==> src/rtl/sha1_sh_pkg.sv <==
// Shared types, constants and round function for the SHA-1 stream hasher.
`default_nettype none

package sha1_sh_pkg;

  localparam int unsigned CmdDepth    = 4;
  localparam int unsigned DigestWords = 5;
  localparam int unsigned BlockWords  = 16;

  localparam logic [6:0] RoundLast  = 7'd79;
  localparam logic [7:0] PadByte    = 8'h80;
  localparam logic [5:0] LenBytePos = 6'd56;

  localparam logic [DigestWords-1:0][31:0] HInit = {
    32'hC3D2E1F0, 32'h10325476, 32'h98BADCFE, 32'hEFCDAB89, 32'h67452301
  };

  localparam logic [31:0] K0 = 32'h5A827999;
  localparam logic [31:0] K1 = 32'h6ED9EBA1;
  localparam logic [31:0] K2 = 32'h8F1BBCDC;
  localparam logic [31:0] K3 = 32'hCA62C1D6;

  typedef enum logic {
    OP_ABSORB = 1'b0,
    OP_FINISH = 1'b1
  } op_e;

  typedef struct packed {
    logic       operation;
    logic [7:0] data_byte;
  } item_t;

  typedef struct packed {
    logic [31:0] digest_word;
    logic [2:0]  word_index;
    logic        last;
  } res_t;

  typedef struct packed {
    op_e         kind;
    logic [5:0]  pos;
    logic [7:0]  data;
    logic [63:0] bit_len;
  } cmd_t;

  typedef struct packed {
    logic push;
    cmd_t cmd;
  } cmd_push_t;

  typedef struct packed {
    logic valid;
    cmd_t cmd;
  } cmd_head_t;

  function automatic logic [31:0] round_fk(input logic [6:0] rnd, input logic [31:0] b,
                                           input logic [31:0] c, input logic [31:0] d);
    logic [31:0] f;
    logic [31:0] k;
    if (rnd < 7'd20) begin
      f = (b & c) | (~b & d);
      k = K0;
    end else if (rnd < 7'd40) begin
      f = b ^ c ^ d;
      k = K1;
    end else if (rnd < 7'd60) begin
      f = (b & c) | (b & d) | (c & d);
      k = K2;
    end else begin
      f = b ^ c ^ d;
      k = K3;
    end
    return f + k;
  endfunction

endpackage

`default_nettype wire

==> src/rtl/sha1_sh_front.sv <==
// Front end: accepts items, counts message bytes and builds commands.
`default_nettype none

module sha1_sh_front (
  input  logic                      clk_i,
  input  logic                      rst_ni,
  input  sha1_sh_pkg::item_t        item_i,
  input  logic                      push_i,
  output logic                      full_o,
  input  logic                      q_full_i,
  output sha1_sh_pkg::cmd_push_t    q_push_o
);

  logic [63:0] byte_count_q, byte_count_d;
  logic        accept;
  logic        is_finish;

  assign accept    = push_i & ~q_full_i;
  assign full_o    = q_full_i;
  assign is_finish = (sha1_sh_pkg::op_e'(item_i.operation) == sha1_sh_pkg::OP_FINISH);

  always_comb begin
    q_push_o.push        = accept;
    q_push_o.cmd.kind    = sha1_sh_pkg::op_e'(item_i.operation);
    q_push_o.cmd.pos     = byte_count_q[5:0];
    q_push_o.cmd.data    = item_i.data_byte;
    q_push_o.cmd.bit_len = {byte_count_q[60:0], 3'b000};
    byte_count_d = byte_count_q;
    if (accept) begin
      if (is_finish) begin
        byte_count_d = '0;
      end else begin
        byte_count_d = byte_count_q + 64'd1;
      end
    end
  end

  always_ff @(posedge clk_i or negedge rst_ni) begin
    if (!rst_ni) begin
      byte_count_q <= '0;
    end else begin
      byte_count_q <= byte_count_d;
    end
  end

endmodule

`default_nettype wire

==> src/rtl/sha1_sh_cmdq.sv <==
// Command queue between the front end and the compression back end.
`default_nettype none

module sha1_sh_cmdq #(
  parameter int unsigned Depth = sha1_sh_pkg::CmdDepth
) (
  input  logic                      clk_i,
  input  logic                      rst_ni,
  input  sha1_sh_pkg::cmd_push_t    push_i,
  output logic                      full_o,
  output sha1_sh_pkg::cmd_head_t    head_o,
  input  logic                      pop_i
);

  localparam int unsigned PtrW = (Depth > 1) ? $clog2(Depth) : 1;
  localparam int unsigned CntW = $clog2(Depth + 1);

  sha1_sh_pkg::cmd_t mem_q [Depth];
  logic [PtrW-1:0]   wr_ptr_q, rd_ptr_q;
  logic [CntW-1:0]   cnt_q;
  logic              do_push, do_pop;

  assign full_o       = (cnt_q == CntW'(Depth));
  assign head_o.valid = (cnt_q != '0);
  assign head_o.cmd   = mem_q[rd_ptr_q];
  assign do_push      = push_i.push & ~full_o;
  assign do_pop       = pop_i & head_o.valid;

  always_ff @(posedge clk_i) begin
    if (do_push) begin
      mem_q[wr_ptr_q] <= push_i.cmd;
    end
  end

  always_ff @(posedge clk_i or negedge rst_ni) begin
    if (!rst_ni) begin
      wr_ptr_q <= '0;
      rd_ptr_q <= '0;
      cnt_q    <= '0;
    end else begin
      if (do_push) begin
        wr_ptr_q <= (wr_ptr_q == PtrW'(Depth - 1)) ? '0 : wr_ptr_q + PtrW'(1);
      end
      if (do_pop) begin
        rd_ptr_q <= (rd_ptr_q == PtrW'(Depth - 1)) ? '0 : rd_ptr_q + PtrW'(1);
      end
      if (do_push && !do_pop) begin
        cnt_q <= cnt_q + CntW'(1);
      end else if (do_pop && !do_push) begin
        cnt_q <= cnt_q - CntW'(1);
      end
    end
  end

  a_no_push_when_full: assert property (@(posedge clk_i) disable iff (!rst_ni)
    push_i.push |-> !full_o)
    else $error("command pushed into a full queue");

  a_cnt_bound: assert property (@(posedge clk_i) disable iff (!rst_ni)
    cnt_q <= CntW'(Depth))
    else $error("command queue count out of range");

  a_cnt_grows: assert property (@(posedge clk_i) disable iff (!rst_ni)
    (do_push && !do_pop) |=> (cnt_q == $past(cnt_q) + CntW'(1)))
    else $error("command queue count did not advance on push");

endmodule

`default_nettype wire

==> src/rtl/sha1_sh_core.sv <==
// Back end: block buffer, padding, 80-round compression and digest output.
`default_nettype none

module sha1_sh_core (
  input  logic                      clk_i,
  input  logic                      rst_ni,
  input  sha1_sh_pkg::cmd_head_t    head_i,
  output logic                      pop_o,
  output sha1_sh_pkg::res_t         res_o,
  output logic                      empty_o,
  input  logic                      res_pop_i
);

  typedef enum logic [2:0] {
    ST_IDLE  = 3'b001,
    ST_ROUND = 3'b010,
    ST_ADD   = 3'b100
  } core_state_e;

  localparam int unsigned NW = sha1_sh_pkg::DigestWords;
  localparam int unsigned BW = sha1_sh_pkg::BlockWords;

  core_state_e             state_q;
  logic [6:0]              rnd_q;
  logic [BW-1:0][31:0]     w_q, w_d;
  logic [NW-1:0][31:0]     h_q, h_sum, dig_q;
  logic [31:0]             a_q, b_q, c_q, d_q, e_q;
  logic [31:0]             t_sum, w_new;
  logic [63:0]             len_q;
  logic                    second_q, emit_q;
  logic [2:0]              out_left_q, out_idx_q;
  sha1_sh_pkg::cmd_t       cmd;
  logic                    take, is_absorb, pad_long, res_take;

  assign cmd       = head_i.cmd;
  assign is_absorb = (cmd.kind == sha1_sh_pkg::OP_ABSORB);
  assign pad_long  = (cmd.pos >= sha1_sh_pkg::LenBytePos);
  assign take      = (state_q == ST_IDLE) && head_i.valid && (is_absorb || out_left_q == '0);
  assign pop_o     = take;

  assign empty_o           = (out_left_q == '0);
  assign res_take          = res_pop_i & ~empty_o;
  assign res_o.digest_word = dig_q[0];
  assign res_o.word_index  = out_idx_q;
  assign res_o.last        = (out_idx_q == 3'(NW - 1));

  assign t_sum = {a_q[26:0], a_q[31:27]} + sha1_sh_pkg::round_fk(rnd_q, b_q, c_q, d_q)
               + e_q + w_q[0];
  assign w_new = w_q[13] ^ w_q[8] ^ w_q[2] ^ w_q[0];

  assign h_sum[0] = h_q[0] + a_q;
  assign h_sum[1] = h_q[1] + b_q;
  assign h_sum[2] = h_q[2] + c_q;
  assign h_sum[3] = h_q[3] + d_q;
  assign h_sum[4] = h_q[4] + e_q;

  always_comb begin
    w_d = w_q;
    case (state_q)
      ST_IDLE: begin
        if (take) begin
          for (int j = 0; j < int'(BW); j++) begin
            for (int b = 0; b < 4; b++) begin
              if (6'(4 * j + b) == cmd.pos) begin
                w_d[j][31 - 8 * b -: 8] = is_absorb ? cmd.data : sha1_sh_pkg::PadByte;
              end else if (!is_absorb && 6'(4 * j + b) > cmd.pos) begin
                w_d[j][31 - 8 * b -: 8] = 8'h00;
              end
            end
          end
          if (!is_absorb && !pad_long) begin
            w_d[BW-2] = cmd.bit_len[63:32];
            w_d[BW-1] = cmd.bit_len[31:0];
          end
        end
      end
      ST_ROUND: begin
        for (int j = 0; j < int'(BW) - 1; j++) begin
          w_d[j] = w_q[j + 1];
        end
        w_d[BW-1] = {w_new[30:0], w_new[31]};
      end
      ST_ADD: begin
        if (second_q) begin
          w_d       = '0;
          w_d[BW-2] = len_q[63:32];
          w_d[BW-1] = len_q[31:0];
        end
      end
      default: begin
        w_d = w_q;
      end
    endcase
  end

  always_ff @(posedge clk_i) begin
    w_q <= w_d;
    if (take && !is_absorb) begin
      len_q <= cmd.bit_len;
    end
    case (state_q)
      ST_IDLE: begin
        if (take) begin
          a_q <= h_q[0];
          b_q <= h_q[1];
          c_q <= h_q[2];
          d_q <= h_q[3];
          e_q <= h_q[4];
        end
      end
      ST_ROUND: begin
        a_q <= t_sum;
        b_q <= a_q;
        c_q <= {b_q[1:0], b_q[31:2]};
        d_q <= c_q;
        e_q <= d_q;
      end
      ST_ADD: begin
        a_q <= h_sum[0];
        b_q <= h_sum[1];
        c_q <= h_sum[2];
        d_q <= h_sum[3];
        e_q <= h_sum[4];
      end
      default: begin
        a_q <= a_q;
      end
    endcase
    if (state_q == ST_ADD && !second_q && emit_q) begin
      dig_q <= h_sum;
    end else if (res_take) begin
      dig_q <= {32'h0, dig_q[NW-1:1]};
    end
  end

  always_ff @(posedge clk_i or negedge rst_ni) begin
    if (!rst_ni) begin
      state_q    <= ST_IDLE;
      rnd_q      <= '0;
      h_q        <= sha1_sh_pkg::HInit;
      second_q   <= 1'b0;
      emit_q     <= 1'b0;
      out_left_q <= '0;
      out_idx_q  <= '0;
    end else begin
      if (res_take) begin
        out_left_q <= out_left_q - 3'd1;
        out_idx_q  <= out_idx_q + 3'd1;
      end
      case (state_q)
        ST_IDLE: begin
          if (take) begin
            rnd_q <= '0;
            if (is_absorb) begin
              second_q <= 1'b0;
              emit_q   <= 1'b0;
              if (&cmd.pos) begin
                state_q <= ST_ROUND;
              end
            end else begin
              second_q <= pad_long;
              emit_q   <= 1'b1;
              state_q  <= ST_ROUND;
            end
          end
        end
        ST_ROUND: begin
          rnd_q <= rnd_q + 7'd1;
          if (rnd_q == sha1_sh_pkg::RoundLast) begin
            state_q <= ST_ADD;
          end
        end
        ST_ADD: begin
          rnd_q <= '0;
          if (second_q) begin
            h_q      <= h_sum;
            second_q <= 1'b0;
            state_q  <= ST_ROUND;
          end else if (emit_q) begin
            h_q        <= sha1_sh_pkg::HInit;
            emit_q     <= 1'b0;
            out_left_q <= 3'(NW);
            out_idx_q  <= '0;
            state_q    <= ST_IDLE;
          end else begin
            h_q     <= h_sum;
            state_q <= ST_IDLE;
          end
        end
        default: begin
          state_q <= ST_IDLE;
        end
      endcase
    end
  end

  a_add_after_last_round: assert property (@(posedge clk_i) disable iff (!rst_ni)
    (state_q == ST_ADD) |->
      ($past(state_q) == ST_ROUND && $past(rnd_q) == sha1_sh_pkg::RoundLast))
    else $error("feed-forward add without a full round sequence");

  a_out_left_bound: assert property (@(posedge clk_i) disable iff (!rst_ni)
    out_left_q <= 3'(NW))
    else $error("digest word count out of range");

  a_out_track: assert property (@(posedge clk_i) disable iff (!rst_ni)
    !empty_o |-> (({1'b0, out_left_q} + {1'b0, out_idx_q}) == 4'(NW)))
    else $error("digest index and remaining count disagree");

endmodule

`default_nettype wire

==> src/rtl/sha1_stream_hasher_top.sv <==
// Top level of the SHA-1 stream hasher: front end, command queue and back end.
//
//   channel   direction  ports                      accepted when
//   item      in         push, full, in_item_i      push & !full
//   digest    out        empty, pop, out_res_o      pop & !empty
//
// An absorb item only writes its byte into the block buffer; every 64th byte
// also runs the 80 compression rounds and a feed-forward add.
// A finish pads the block and runs the rounds and the add, twice when the length
// spills into a second block, then offers five digest words, one per pop.
// Reset clears the byte count and the queue and loads the initial chaining words.
// full rises while the command queue holds CmdDepth commands; a finish waits
// in the queue until the previous digest has been popped.
`default_nettype none

module sha1_stream_hasher_top #(
  parameter int unsigned CmdDepth = sha1_sh_pkg::CmdDepth
) (
  input  logic                clk_i,
  input  logic                rst_ni,
  input  sha1_sh_pkg::item_t  in_item_i,
  input  logic                push,
  output logic                full,
  output sha1_sh_pkg::res_t   out_res_o,
  output logic                empty,
  input  logic                pop
);

  sha1_sh_pkg::cmd_push_t  q_push;
  sha1_sh_pkg::cmd_head_t  q_head;
  logic                    q_full;
  logic                    q_pop;

  sha1_sh_front u_front (
    .clk_i    (clk_i),
    .rst_ni   (rst_ni),
    .item_i   (in_item_i),
    .push_i   (push),
    .full_o   (full),
    .q_full_i (q_full),
    .q_push_o (q_push)
  );

  sha1_sh_cmdq #(
    .Depth (CmdDepth)
  ) u_cmdq (
    .clk_i  (clk_i),
    .rst_ni (rst_ni),
    .push_i (q_push),
    .full_o (q_full),
    .head_o (q_head),
    .pop_i  (q_pop)
  );

  sha1_sh_core u_core (
    .clk_i     (clk_i),
    .rst_ni    (rst_ni),
    .head_i    (q_head),
    .pop_o     (q_pop),
    .res_o     (out_res_o),
    .empty_o   (empty),
    .res_pop_i (pop)
  );

endmodule

`default_nettype wire

==> config.mk <==
export PLATFORM = sky130hd
export DESIGN_NAME = sha1_stream_hasher_top
export DESIGN_NICKNAME = d
export VERILOG_FILES = /design/src/rtl/sha1_sh_pkg.sv /design/src/rtl/sha1_sh_front.sv /design/src/rtl/sha1_sh_cmdq.sv /design/src/rtl/sha1_sh_core.sv /design/src/rtl/sha1_stream_hasher_top.sv
export SDC_FILE = /design/constraint.sdc
export NUM_CORES = 2
export LEC_CHECK = 0
export BUFFER_PORTS_ARGS = -buffer_cell sky130_fd_sc_hd__buf_2
export CORE_MARGIN = 1
export CORE_UTILIZATION = 55
export CTS_CLUSTER_DIAMETER = 30
export CTS_CLUSTER_SIZE = 30
export DETAILED_ROUTE_END_ITERATION = 8
export HOLD_SLACK_MARGIN = 0.03
export PLACE_DENSITY = 0.83
export SLEW_MARGIN = 10
export SYNTH_ARGS = -nofsm -noshare
export SYNTH_HDL_FRONTEND = slang
export SYNTH_SLANG_ARGS = --single-unit
==> constraint.sdc <==
create_clock -name clk_i -period 13.73 [get_ports clk_i]
set_clock_uncertainty 0.05 [all_clocks]
set_input_delay 1.373 -clock clk_i [delete_from_list [all_inputs] [get_ports clk_i]]
set_output_delay 1.373 -clock clk_i [all_outputs]
set_load 0.02 [all_outputs]
==> impl_metrics.ini <==
[timing]
worstMarginPinSlew_ns = 1.22
grt_setup_unrepaired = no
setup_tns_ns = 0
layout_worst_path_cycle_share = 0.527
final_setup_violating_endpoints = 0
max_fclk_mhz = 138
timing.max_slew.rel_slack = 0.186
final-max-slew-violation-count = 0
finalWorstPathRequiredPeriod_ns = 7.24
report.final.hold_viol_count = 0

[die]
ioPinCount = 51
design.die.area_sq_mm = 0.133
die_h_um = 364
rows = 132
floorplan.initialDensity = 0.556
die_width_um = 364
coreArea_sq_mm = 0.130

[place]
place_congestion = 0.973
numPortBuffers = 50
detailedPlacementHpwl_um = 134000

[route]
routed_wl_um = 219000
route.layer.met1.wl_um = 75900
ant_nets = 0
maxUsedRoutingLayer = met4
drt_iter0_markers = 8296
routed_wire_length_per_instance_um = 26.3
vias_per_cell = 6.64
met3WireLength_um = 26300
remaining_drcs = 0
route.vias.total = 55100
firstDrtPassIters = 8
met2WireLength_um = 103000

[global_routing]
grt_max_degree = 226
first_global_vias = 54100
grt_first_pass_wirelength_um = 328000
all_layer_global_routing_usage = 0.327
overflow = 0
grt_antenna_before_repair = 2

[synthesis]
synth_top_cells_by_count = edfxtp_1, nand2_1, o21ai_0, a21oi_1, nor2_1
ys_warns = 0
post_synth.cell_area_avg_sq_um = 11.5
synthTopCellsByArea = edfxtp_1, dfrtp_1, o21ai_0, nand2_1, ha_1
yosysTopAreaCell = edfxtp_1
synthesis.instances = 6285
synth-edff-count = 1173
yosysSeqAreaShare = 0.574
synth.cell_area_sq_mm = 0.0723
synth.net_count = 6650
yosysTopAreaCellShare = 0.487
synth_async_sr_flop_share = 0.173
synth_cell_type_count = 100
post-synth-top-count-cell = edfxtp_1
yosys_most_used_dff = edfxtp_1
ys_seq_elements = 1419

[power]
power_density_mw_per_mm2 = 316
p_leak_nw = 31.8
finalPower_mw = 26.5
vdd.ir_drop.worst_mv = 0.348

[clock_tree]
clk_pin_slew_ns = 0.05
cts_tree = done
cts_buffer_depth = 4
clock_tree_root = clkbuf_16
htree_levels = 5
worst_skew_pair.late_latency_ns = 0.92
post-cts-setup-buffers = 0
cts_buffers = 297
tritoncts_num_sinks = 1419
cts_resized = 0
cts.hold.buffers_added = 0

[layout]
fraction_of_final_layout_cells_with_drive_strength_greater_than_1 = 0.128
syn_to_final_growth_pct = 16.0
footprint_of_the_multi_input_gates_sq_mm = 0.0284
nFillCells = 8888
sequential_cell_area_sq_mm = 0.0415
final_net_count = 6690

[setup_path]
cpMaxStageDelayCell = nor2b_1
cp_cell_sequence = o21ai_0 -> nor2b_1 -> inv_1 -> nand2_1 -> buf_4 -> o32ai_1 -> nor2_1 -> fa_1 -> fa_1 -> inv_1 -> fa_1 -> inv_1 -> ha_1 -> a211oi_2 -> o21ai_1 -> o21a_1 -> a41o_1 -> a22o_1 -> o41ai_4 -> nor2_2 -> a2111oi_4 -> mux2i_1 -> o211ai_1
cp_max_fo = 36
arrival_time_of_the_worst_setup_path_ns = 7.76
crit_required_ns = 14.24
setup.reg_to_reg.worst_slack_ns = 6.49
setup.worst_path.class = reg2reg
worst_setup_path_end_kind = flop
cpPeakStageDelay_ns = 0.53
path_buf_inv = 4
cpLargestDelayFamily = compound AO/OA/AOI/OAI gates
startpoint_type = flop

[hold_path]
hp-class = reg2reg

[run_status]
run_status = complete, no violations

[run]
drv_cap = 0
-- worst min-delay path, stage by stage, from the launching register on --
cell     delay, ns
dfstp_2       0.37
nand2_1       0.05
nand2_1       0.04
-- metrics by stage --
stage,hold WS [ns],setup WS [ns],area [sq um],util,instances
floorplan,0.394,7.53,72300,-,6285
global placement,0.400,6.78,73800,0.568,7768
detailed placement,0.405,6.60,73800,0.568,7768
CTS,0.413,6.56,83800,0.645,8294
global route,0.449,6.08,83800,0.645,8296
finish,0.415,6.49,83800,0.645,8297
-- final timing paths --
path | from | end | depth (start not counted)
max | u_core.rnd_q[4]$_DFFE_PN0P_ | u_core.a_q[30]$_DFFE_PP_ | 23
min | u_core.h_q[85]$_DFFE_PN1P_ | u_core.h_q[85]$_DFFE_PN1P_ | 2
max reg2reg | u_core.rnd_q[4]$_DFFE_PN0P_ | u_core.a_q[30]$_DFFE_PP_ | 23
min reg2reg | u_core.h_q[85]$_DFFE_PN1P_ | u_core.h_q[85]$_DFFE_PN1P_ | 2
max in group asynchronous | rst_ni | u_core.h_q[6]$_DFFE_PN0P_ | 2
min in group asynchronous | rst_ni | u_front.byte_count_q[27]$_DFFE_PN0P_ | 1
-- cells by family (layout without fill, tap and decap cells) --
group	Yosys count	after routing	share of synthesized area
adders and majority gates	352	352	0.0739
muxes	94	94	0.0251
other	0	3	0
buffers and inverters	617	884	0.0341
AOI/OAI and AO/OA	1752	1752	0.151
and+or+nand+nor	1735	1735	0.104
xor gates and xnor gates	316	316	0.0387
DFF	1419	1419	0.574
-- power by group --
| part | switching, mW | internal, mW | leakage [nW] | total, mW |
|---|---|---|---|---|
| Clock | 2.44 | 4.79 | 4.80 | 7.23 |
| Combinational | 7.33 | 3.90 | 12.9 | 11.2 |
| Sequential | 1.16 | 6.84 | 14.1 | 7.99 |
| Total | 10.9 | 15.5 | 31.8 | 26.5 |
-- cells in the final DEF (no fill, tap or decap), types with 49 or more instances in the layout --
cell type / count
buf_2: 49
xor2_1: 121
a22oi_1: 209
a22o_1: 101
nor2_1: 297
a21o_1: 71
dfrtp_1: 163
dfstp_2: 81
ha_1: 227
nor3_1: 57
buf_4: 59
xnor2_1: 193
nand2_1: 995
o211ai_1: 56
clkbuf_16: 306
edfxtp_1: 1173
mux4_2: 69
inv_1: 245
o21ai_0: 757
a21oi_1: 307
nand3_1: 105
fa_1: 125
-- area by class of cell --
| cell class | instances | share of cell area |
|---|---|---|
| flip-flops and latches | 1419 | 0.495 |
| multi-input cells | 4249 | 0.339 |
| clock buffers | 336 | 0.0937 |
| well taps | 1742 | 0.0260 |
| clock inverters | 190 | 0.0256 |
| inverters | 247 | 0.0111 |
| repair buffers | 111 | 0.00887 |
| diodes | 3 | 0.0000896 |
-- registers in the layout, indices dropped and copies added (netlist names), 7 cells and up --
signal,count
u_core.e_q,32
u_core.res_o,32
u_core.a_q,32
u_core.rnd_q,7
u_cmdq.mem_q,280
u_core.w_q,512
u_core.h_q,160
u_core.c_q,32
u_front.byte_count_q,61
u_core.dig_q,128
u_core.len_q,61
u_core.b_q,32
u_core.d_q,32
-- per-layer routing --
metal | vias up | GRT usage
met5 | - | 0
met4 | 0 | 0.186
met3 | 918 | 0.0702
met2 | 4406 | 0.524
met1 | 26700 | 0.412
li1 | 23100 | -
Note: power is estimated with default switching activity, not from simulation.
